[config.mk]
export PLATFORM = sky130hd
export DESIGN_NAME = console_line_assembler
export DESIGN_NICKNAME = d
export VERILOG_FILES = /design/src/rtl/cla_pkg.sv /design/src/rtl/console_line_assembler.sv /design/src/rtl/cla_byte_dec.sv
export SDC_FILE = /design/constraint.sdc
export NUM_CORES = 1
export LEC_CHECK = 0
export ABC_AREA = 1
export BUFFER_PORTS_ARGS = -buffer_cell sky130_fd_sc_hd__buf_2
export CAP_MARGIN = 20
export CORE_ASPECT_RATIO = 0.8
export CORE_MARGIN = 4
export CORE_UTILIZATION = 40
export DETAILED_ROUTE_END_ITERATION = 10
export GPL_TIMING_DRIVEN = 1
export PLACE_DENSITY = 0.64
export REMOVE_ABC_BUFFERS = 1
export SLEW_MARGIN = 0
export SYNTH_ARGS = -nofsm -noshare
export SYNTH_HDL_FRONTEND = slang
export SYNTH_SLANG_ARGS = --single-unit
[constraint.sdc]
create_clock -name i_clk -period 3.5 [get_ports i_clk]
set_clock_uncertainty 0.1 [all_clocks]
set_input_delay 0.175 -clock i_clk [delete_from_list [all_inputs] [get_ports i_clk]]
set_output_delay 0.175 -clock i_clk [all_outputs]
set_load 0.01 [all_outputs]
[src/rtl/cla_pkg.sv]
// ----------------------------------------------------------------------------
// cla_pkg
// Shared types, codes and sizes for the console line assembler.
// ----------------------------------------------------------------------------
`default_nettype none

package cla_pkg;

    localparam int LineSize = 64;   // line buffer size, 2..64
    localparam int CountW   = 6;    // stored character count width
    localparam int LimitW   = 7;    // read limit width

    // Result status codes
    localparam logic [2:0] StStored   = 3'd0;
    localparam logic [2:0] StErased   = 3'd1;
    localparam logic [2:0] StIgnored  = 3'd2;
    localparam logic [2:0] StComplete = 3'd3;
    localparam logic [2:0] StOverflow = 3'd4;
    localparam logic [2:0] StRefused  = 3'd5;
    localparam logic [2:0] StNoLine   = 3'd6;
    localparam logic [2:0] StLineChar = 3'd7;

    // Command kinds
    localparam logic KindByte = 1'b0;
    localparam logic KindRead = 1'b1;

    // Byte codes
    localparam logic [7:0] ChBs    = 8'h08;
    localparam logic [7:0] ChDel   = 8'h7F;
    localparam logic [7:0] ChCr    = 8'h0D;
    localparam logic [7:0] ChLf    = 8'h0A;
    localparam logic [7:0] ChFirst = 8'd32;
    localparam logic [7:0] ChLast  = 8'd126;

    typedef struct packed {
        logic              kind;
        logic [7:0]        rx_char;
        logic [LimitW-1:0] read_limit;
    } t_cmd;

    typedef struct packed {
        logic [2:0]        status;
        logic [6:0]        line_char;
        logic [CountW-1:0] line_length;
        logic              last;
        logic [15:0]       error_total;
    } t_result;

    typedef struct packed {
        logic is_eol;
        logic is_bs;
        logic is_print;
    } t_byte_class;

endpackage

`default_nettype wire

[src/rtl/console_line_assembler.sv]
// ----------------------------------------------------------------------------
// console_line_assembler
// Gathers console bytes into one line and streams it out on request.
// ----------------------------------------------------------------------------
// Usage:
//   A command beat is taken at a rising edge with i_start high and o_busy
//   low. A byte command (kind 0) edits the line and gives one result beat
//   in the next cycle; o_busy stays low, so bytes may follow every cycle.
//   A read command (kind 1) on a waiting line streams min(count, limit-1)
//   characters, one beat per cycle; the beats come through the line
//   buffer read register and the output register; o_busy is high while
//   streaming and the buffer is read one entry a cycle (single read port).
//   An empty read or a refused read gives one beat in the next cycle.
//   Each result beat sits on o_result for one cycle, flagged by o_strobe;
//   last marks the final beat of a command. The receiver cannot stall.
//   line_length and error_total show the state after the command.
//   Reset (synchronous, active low) clears count, waiting flag, error
//   counter and control; the line buffer is not cleared and needs no pass.
// ----------------------------------------------------------------------------
`default_nettype none

module console_line_assembler (
    input  wire logic             i_clk,
    input  wire logic             i_rst_n,
    input  wire logic             i_start,
    input  wire cla_pkg::t_cmd    i_cmd,
    output logic                  o_busy,
    output logic                  o_strobe,
    output cla_pkg::t_result      o_result
);

    localparam logic SIdle = 1'b0;
    localparam logic SRead = 1'b1;

    // Line buffer
    logic [6:0] r_mem [cla_pkg::LineSize];
    logic [6:0] r_mem_q;

    // Control and state
    logic                        r_state, n_state;
    logic [cla_pkg::CountW-1:0]  r_count, n_count;
    logic                        r_waiting, n_waiting;
    logic [15:0]                 r_err, n_err;
    logic [cla_pkg::CountW-1:0]  r_idx, n_idx;
    logic [cla_pkg::CountW-1:0]  r_n, n_n;

    // Output register
    logic                        r_out_valid, n_out_valid;
    logic [2:0]                  r_out_status, n_out_status;
    logic                        r_out_last, n_out_last;
    logic                        r_out_mem, n_out_mem;

    logic                        accept;
    logic                        mem_we;
    cla_pkg::t_byte_class        cls;
    logic [cla_pkg::LimitW-1:0]  limit_m1;
    logic [cla_pkg::CountW-1:0]  read_n;

    cla_byte_dec u_dec (
        .i_byte  (i_cmd.rx_char),
        .o_class (cls)
    );

    assign accept   = i_start && (r_state == SIdle);
    assign limit_m1 = i_cmd.read_limit - cla_pkg::LimitW'(1);
    // count < limit keeps the whole line, else limit-1 (below count, fits)
    assign read_n   = ({1'b0, r_count} < i_cmd.read_limit) ?
                      r_count : limit_m1[cla_pkg::CountW-1:0];

    always_comb begin
        n_state      = r_state;
        n_count      = r_count;
        n_waiting    = r_waiting;
        n_err        = r_err;
        n_idx        = r_idx;
        n_n          = r_n;
        n_out_valid  = 1'b0;
        n_out_status = r_out_status;
        n_out_last   = 1'b1;
        n_out_mem    = 1'b0;
        mem_we       = 1'b0;

        case (r_state)
            SIdle: begin
                if (accept) begin
                    n_out_valid = 1'b1;
                    if (i_cmd.kind == cla_pkg::KindByte) begin
                        if (r_waiting) begin
                            n_out_status = cla_pkg::StRefused;
                        end else if (cls.is_eol) begin
                            n_waiting    = 1'b1;
                            n_out_status = cla_pkg::StComplete;
                        end else if (cls.is_bs) begin
                            if (r_count == '0) begin
                                n_out_status = cla_pkg::StIgnored;
                            end else begin
                                n_count      = r_count - cla_pkg::CountW'(1);
                                n_out_status = cla_pkg::StErased;
                            end
                        end else if (!cls.is_print) begin
                            n_out_status = cla_pkg::StIgnored;
                        end else if (r_count >= cla_pkg::CountW'(cla_pkg::LineSize - 1)) begin
                            // line full: drop it and count the error
                            n_count      = '0;
                            n_waiting    = 1'b0;
                            n_err        = r_err + 16'd1;
                            n_out_status = cla_pkg::StOverflow;
                        end else begin
                            mem_we       = 1'b1;
                            n_count      = r_count + cla_pkg::CountW'(1);
                            n_out_status = cla_pkg::StStored;
                        end
                    end else if (!r_waiting || (i_cmd.read_limit == '0)) begin
                        n_out_status = cla_pkg::StNoLine;
                    end else begin
                        n_count   = '0;
                        n_waiting = 1'b0;
                        if (read_n == '0) begin
                            // nothing to read (empty line or limit one): one beat with a null character
                            n_out_status = cla_pkg::StLineChar;
                        end else begin
                            // stream from the buffer, beats come from r_mem_q
                            n_out_valid = 1'b0;
                            n_idx       = '0;
                            n_n         = read_n;
                            n_state     = SRead;
                        end
                    end
                end
            end
            SRead: begin
                n_out_valid  = 1'b1;
                n_out_status = cla_pkg::StLineChar;
                n_out_mem    = 1'b1;
                n_out_last   = (r_idx == (r_n - cla_pkg::CountW'(1)));
                n_idx        = r_idx + cla_pkg::CountW'(1);
                if (n_out_last) begin
                    n_state = SIdle;
                end
            end
            default: begin
                n_state = SIdle;
            end
        endcase
    end

    always_ff @(posedge i_clk) begin
        if (!i_rst_n) begin
            r_state     <= SIdle;
            r_count     <= '0;
            r_waiting   <= 1'b0;
            r_err       <= '0;
            r_idx       <= '0;
            r_n         <= '0;
            r_out_valid <= 1'b0;
            r_out_mem   <= 1'b0;
        end else begin
            r_state     <= n_state;
            r_count     <= n_count;
            r_waiting   <= n_waiting;
            r_err       <= n_err;
            r_idx       <= n_idx;
            r_n         <= n_n;
            r_out_valid <= n_out_valid;
            r_out_mem   <= n_out_mem;
        end
    end

    // payload, no reset needed
    always_ff @(posedge i_clk) begin
        r_out_status <= n_out_status;
        r_out_last   <= n_out_last;
    end

    // Line buffer: written on a stored byte, read while streaming
    always_ff @(posedge i_clk) begin
        if (mem_we) begin
            r_mem[r_count] <= i_cmd.rx_char[6:0];
        end
        r_mem_q <= r_mem[r_idx];
    end

    assign o_busy   = (r_state == SRead);
    assign o_strobe = r_out_valid;

    always_comb begin
        o_result.status      = r_out_status;
        o_result.line_char   = r_out_mem ? r_mem_q : 7'd0;
        o_result.line_length = r_count;
        o_result.last        = r_out_last;
        o_result.error_total = r_err;
    end

endmodule

`default_nettype wire

[src/rtl/cla_byte_dec.sv]
// ----------------------------------------------------------------------------
// cla_byte_dec
// Sorts a received byte into line end, backspace, printable or other.
// ----------------------------------------------------------------------------
`default_nettype none

module cla_byte_dec (
    input  wire logic [7:0]               i_byte,
    output cla_pkg::t_byte_class          o_class
);

    always_comb begin
        o_class.is_eol   = (i_byte == cla_pkg::ChCr) || (i_byte == cla_pkg::ChLf);
        o_class.is_bs    = (i_byte == cla_pkg::ChBs) || (i_byte == cla_pkg::ChDel);
        o_class.is_print = (i_byte >= cla_pkg::ChFirst) && (i_byte <= cla_pkg::ChLast);
    end

endmodule

`default_nettype wire

==> out/summary.md <==
The tools report the count of different cell masters after synthesis as 41. After detailed placement, the total cell area comes to 22000 µm². The H-tree was split into 2 levels. The run gives 55900 µm² as the area of the die.

In the final routed layout, each cell accounts on average for 21.8 µm. The kind of critical path was in -> reg. The cell count of the worst reg-to-reg path is 10, and the initial antenna violation count is 1. Most frequent cell on the critical path: sky130_fd_sc_hd__nand2_1. The post-route netlist has 10.9% of its cells at a drive strength greater than 1.

The critical path contains buffers and inverters numbering 3 combined. The latest clock arrival within the worst-skew pair was 0.56 ns. Dividing the detail-routed via count by the number of cells gives 5.62.

The final critical delay including setup and external delays was 3.21 ns; the half-perimeter wire length after detailed placement was 34600 µm. Traced cell by cell, the critical path runs through dlygate4sd3_1, buf_2, nand2_1, nor3_1, o21ai_0, nand2_1, inv_1, nand4_1, nor3_1, nand2_1, nor2_1. The number of input and output port buffers inserted works out to 53. The tools report the hold path startpoint as i_cmd[8]. The register bit count reported by yosys is 497.

The hold buffer count at cts came out at 4. The width of the die is 263 µm. The tools report the critical path startpoint as i_cmd[10]. Compared with the post-synthesis result, the final layout area differs by 13.1%. Power spread over the standard cell area amounts to 508 nW/µm². The worst-case IR drop observed on VDD is 311 µV. The layout has 4716 filler cells. For this run, design rule violations remaining after detail routing come to 0. A synthesized cell averages 11.5 µm². The min-delay analysis places its worst path in the category in -> reg.

In this run the tightest slew margin relative to its limit is 35.2%. The logs give 0 for the max-capacitance violation count and 23600 µm² for the final cell area excluding filler cells. The first global-routing pass estimated 86800 µm of wire. Async set-reset flop share out of synthesis: 0%. The cell with the biggest individual delay on the critical path was sky130_fd_sc_hd__nor2_1. Required time at the worst-slack endpoint: 3.59 ns. The number of gates resized after CTS was 0. The TritonCTS buffer count is 47. After floorplanning, the core was sized to cover 51300 µm². The slew at the pin with the worst max-slew slack works out to 0.970 ns. The longest individual stage delay on the worst path is 0.54 ns, and the count of flip-flops with a built-in enable after synthesis is 451. Of the synthesized area, sequential elements account for 69.3%. For this run, the leading register cell type out of synthesis is sky130_fd_sc_hd__edfxtp_1. TritonCTS built the clock tree. The number of DRC violations after detailed-routing iteration 0 is 1743. The clock edge transition at the registers on the reported setup and hold paths is 0.07 ns. For the final hold violation count, the log shows 0.

The overall track demand over capacity in global routing is 20.0%, and the final-stage net count is 1895. The count of final max-slew check failures was 0. The largest driver fanout on the critical path is 8.

The tree is rooted in a sky130_fd_sc_hd__clkbuf_16. Once the clock tree was built, the setup fixing pass inserted 0 buffers. The worst register-to-register path begins at r_count[1]. Setup repair after global routing left no endpoint under its margin. The total via count after detailed routing was 14547; the final period utilization was 91.7%. The sink of the worst hold path was r_mem[49][1]. The number of iterations in the first detailed-routing pass came out at 5.

The initialized floorplan defines 74 standard-cell rows. Based on the critical path, the design can be clocked at up to 0.312 GHz. Entering global routing, the biggest net connects 128 pins.

The kind of cell with the highest combined delay on the critical path is simple AND/OR/NAND/NOR gates. Setup violations remaining at the end of the flow were counted as 0. Multi-input combinational cell area: 5680 µm². The weighted congestion reported at the end of routability-driven placement came out at 0.880.

Data on the critical path arrives at its endpoint at 3.30 ns. For flop-to-flop paths, the worst setup slack is 0.68 ns. Wires add up to 56400 µm. STA classifies the critical path endpoint as a flip-flop. The run gives 14206 as the number of global-route vias before repair.

For this run the aggregate overflow at the end of global routing stands at 0. The combined area of all synthesized cells was 20900 µm². STA classifies the critical path startpoint as a primary input. Initial standard-cell utilization of the core: 40.7%. In this run the remaining antenna-violating nets after routing total 0. The Yosys step of the flow raised 0 warnings.

The worst register-to-register path ends at r_err[12]. The vertical die dimension is 212 µm, and the core utilization of the finished layout is 46.0%. The worst hold path was traced through 2 stages. For this design the static power due to leakage is 7.98 nW. The flow ran to the end, and the final reports show no timing, DRC or antenna violations. No sink is reached through more buffers than the 3 on the longest clock path.

Registers take 14500 µm². The total I/O pin count is 54, and the cell count after synthesis is 1814. The finished layout holds 2587 standard cells, fillers aside. After detailed placement, the design holds a cell count of 2494.

For this design, the sink count on the clock tree is 497.
[area by class of cell]
type,count,share of cell area (%)
Antenna cell,1,0.0106
Multi-Input combinational cell,1141,24.0
Inverter,65,1.06
Clock inverter,22,1.03
Tap cell,684,3.62
Sequential cell,497,61.3
Clock buffer,66,5.67
Timing Repair Buffer,111,3.27
[synthesized netlist by cell type, types with 2 or more instances]
cell type | count | area share [%]
sky130_fd_sc_hd__xor2_1 | 15 | 0.63
sky130_fd_sc_hd__buf_2 | 27 | 0.65
sky130_fd_sc_hd__nand4_1 | 12 | 0.36
sky130_fd_sc_hd__inv_1 | 61 | 1.1
sky130_fd_sc_hd__nand2_2 | 2 | 0.060
sky130_fd_sc_hd__dfxtp_1 | 46 | 4.4
sky130_fd_sc_hd__o21bai_1 | 10 | 0.36
sky130_fd_sc_hd__xnor2_1 | 10 | 0.42
sky130_fd_sc_hd__inv_2 | 3 | 0.054
sky130_fd_sc_hd__nand3_4 | 2 | 0.17
sky130_fd_sc_hd__edfxtp_1 | 451 | 65
sky130_fd_sc_hd__o211ai_1 | 22 | 0.79
sky130_fd_sc_hd__nand3_1 | 64 | 1.5
sky130_fd_sc_hd__nand2_1 | 118 | 2.1
sky130_fd_sc_hd__nor3_1 | 15 | 0.36
sky130_fd_sc_hd__o221ai_1 | 12 | 0.50
sky130_fd_sc_hd__ha_1 | 13 | 0.78
sky130_fd_sc_hd__o21ai_1 | 9 | 0.22
sky130_fd_sc_hd__or2_2 | 6 | 0.18
sky130_fd_sc_hd__o21ai_0 | 289 | 6.9
sky130_fd_sc_hd__nor2_1 | 379 | 6.8
sky130_fd_sc_hd__nor2_2 | 3 | 0.090
sky130_fd_sc_hd__a21oi_1 | 35 | 0.84
sky130_fd_sc_hd__buf_4 | 7 | 0.25
sky130_fd_sc_hd__nor4_1 | 2 | 0.060
sky130_fd_sc_hd__clkbuf_1 | 75 | 1.3
sky130_fd_sc_hd__o22ai_1 | 112 | 3.4
[worst reg2reg max path, stage by stage (launching register included)]
cell and delay [ns]:
sky130_fd_sc_hd__dfxtp_1 0.54, sky130_fd_sc_hd__ha_1 0.25, sky130_fd_sc_hd__nand2_1 0.08, sky130_fd_sc_hd__nor2_1 0.09
sky130_fd_sc_hd__inv_1 0.08, sky130_fd_sc_hd__nor2_4 0.13, sky130_fd_sc_hd__inv_1 0.14, sky130_fd_sc_hd__nor4_4 0.62
sky130_fd_sc_hd__nand2_1 0.44, sky130_fd_sc_hd__nand2_1 0.16, sky130_fd_sc_hd__a21oi_1 0.07
[where the power goes]
part / internal [mW] / switching, mW / total (mW) / leakage (nW)
Clock: 2.99 / 2.21 / 5.20 / 0.765
Combinational: 0.0695 / 0.255 / 0.324 / 2.78
Sequential: 6.47 / 0.0112 / 6.49 / 4.43
[registers in the layout, indices dropped and copies added (netlist names)]
name / cells
r_err: 16
r_out_mem: 1
o_strobe: 1
r_n: 6
r_out_last: 1
r_out_status: 3
r_mem: 448
r_idx: 6
r_mem_q: 7
r_waiting: 1
r_count: 6
o_busy: 1
[cells by family (layout without fill, tap and decap cells)]
kind of cell / after synthesis / after routing / synth area share (%)
adder cells (fa/ha/maj): 13 / 13 / 0.779
other: 0 / 1 / 0
flip-flops: 497 / 497 / 69.3
buffers and inverters: 176 / 264 / 3.50
XOR/XNOR: 25 / 25 / 1.05
AO/OA/AOI/OAI: 494 / 494 / 13.3
AND/OR/NAND/NOR: 609 / 609 / 12.1
[how the worst max path moves through the flow]
stage | endpoint | slack (ns) | depth (start not counted)
after global routing | r_mem[28][1] | 0.05 | 11
after CTS | r_mem[28][6] | 0.32 | 11
after detailed placement | r_mem[28][4] | 0.31 | 10
after global placement | r_mem[26][2] | 0.35 | 11
after floorplan | r_mem_q[3] | -4.13 | 8
final | r_mem[28][1] | 0.29 | 11
[per-stage QoR]
stage                     hold slack [ns]  worst slack, ns  total power, mW  TNS [ns]
final                              0.0611            0.292             12.0         0
after global routing               0.0529           0.0539             12.4         0
after CTS                          0.0370            0.318             12.1         0
after detailed placement            0.376            0.311             6.93         0
after global placement              0.361            0.348             6.93         0
after floorplan                     0.174            -4.13             6.73    -44.41
[cell usage in the layout (no fill, tap or decap), types with 5 or more instances in the layout]
| cell | n |
|---|---|
| sky130_fd_sc_hd__dfxtp_1 | 43 |
| sky130_fd_sc_hd__buf_12 | 5 |
| sky130_fd_sc_hd__clkbuf_16 | 49 |
| sky130_fd_sc_hd__xor2_1 | 15 |
| sky130_fd_sc_hd__xnor2_1 | 10 |
| sky130_fd_sc_hd__nor3_1 | 15 |
| sky130_fd_sc_hd__o22ai_1 | 112 |
| sky130_fd_sc_hd__o221ai_1 | 12 |
| sky130_fd_sc_hd__buf_2 | 53 |
| sky130_fd_sc_hd__or2_2 | 6 |
| sky130_fd_sc_hd__inv_1 | 60 |
| sky130_fd_sc_hd__o21bai_1 | 10 |
| sky130_fd_sc_hd__nor2_1 | 379 |
| sky130_fd_sc_hd__nand4_1 | 12 |
| sky130_fd_sc_hd__clkinv_2 | 5 |
| sky130_fd_sc_hd__ha_1 | 13 |
| sky130_fd_sc_hd__a21oi_1 | 35 |
| sky130_fd_sc_hd__nand2_1 | 118 |
| sky130_fd_sc_hd__clkbuf_1 | 12 |
| sky130_fd_sc_hd__o211ai_1 | 22 |
| sky130_fd_sc_hd__nand3_1 | 64 |
| sky130_fd_sc_hd__o21ai_0 | 289 |
| sky130_fd_sc_hd__buf_4 | 49 |
| sky130_fd_sc_hd__edfxtp_1 | 451 |
| sky130_fd_sc_hd__clkbuf_8 | 5 |
| sky130_fd_sc_hd__o21ai_1 | 9 |
[metal layers]
layer / GRT usage, % / part of all wire [%] / up-vias
met3: 4.56 / 10 / 87
li1: - / - / 6681
met1: 29.3 / 44 / 7080
met2: 30.3 / 44 / 697
met4: 5.20 / 2.3 / 2
met5: 0 / 0.023 / -
(Power assumes the default switching activity.)
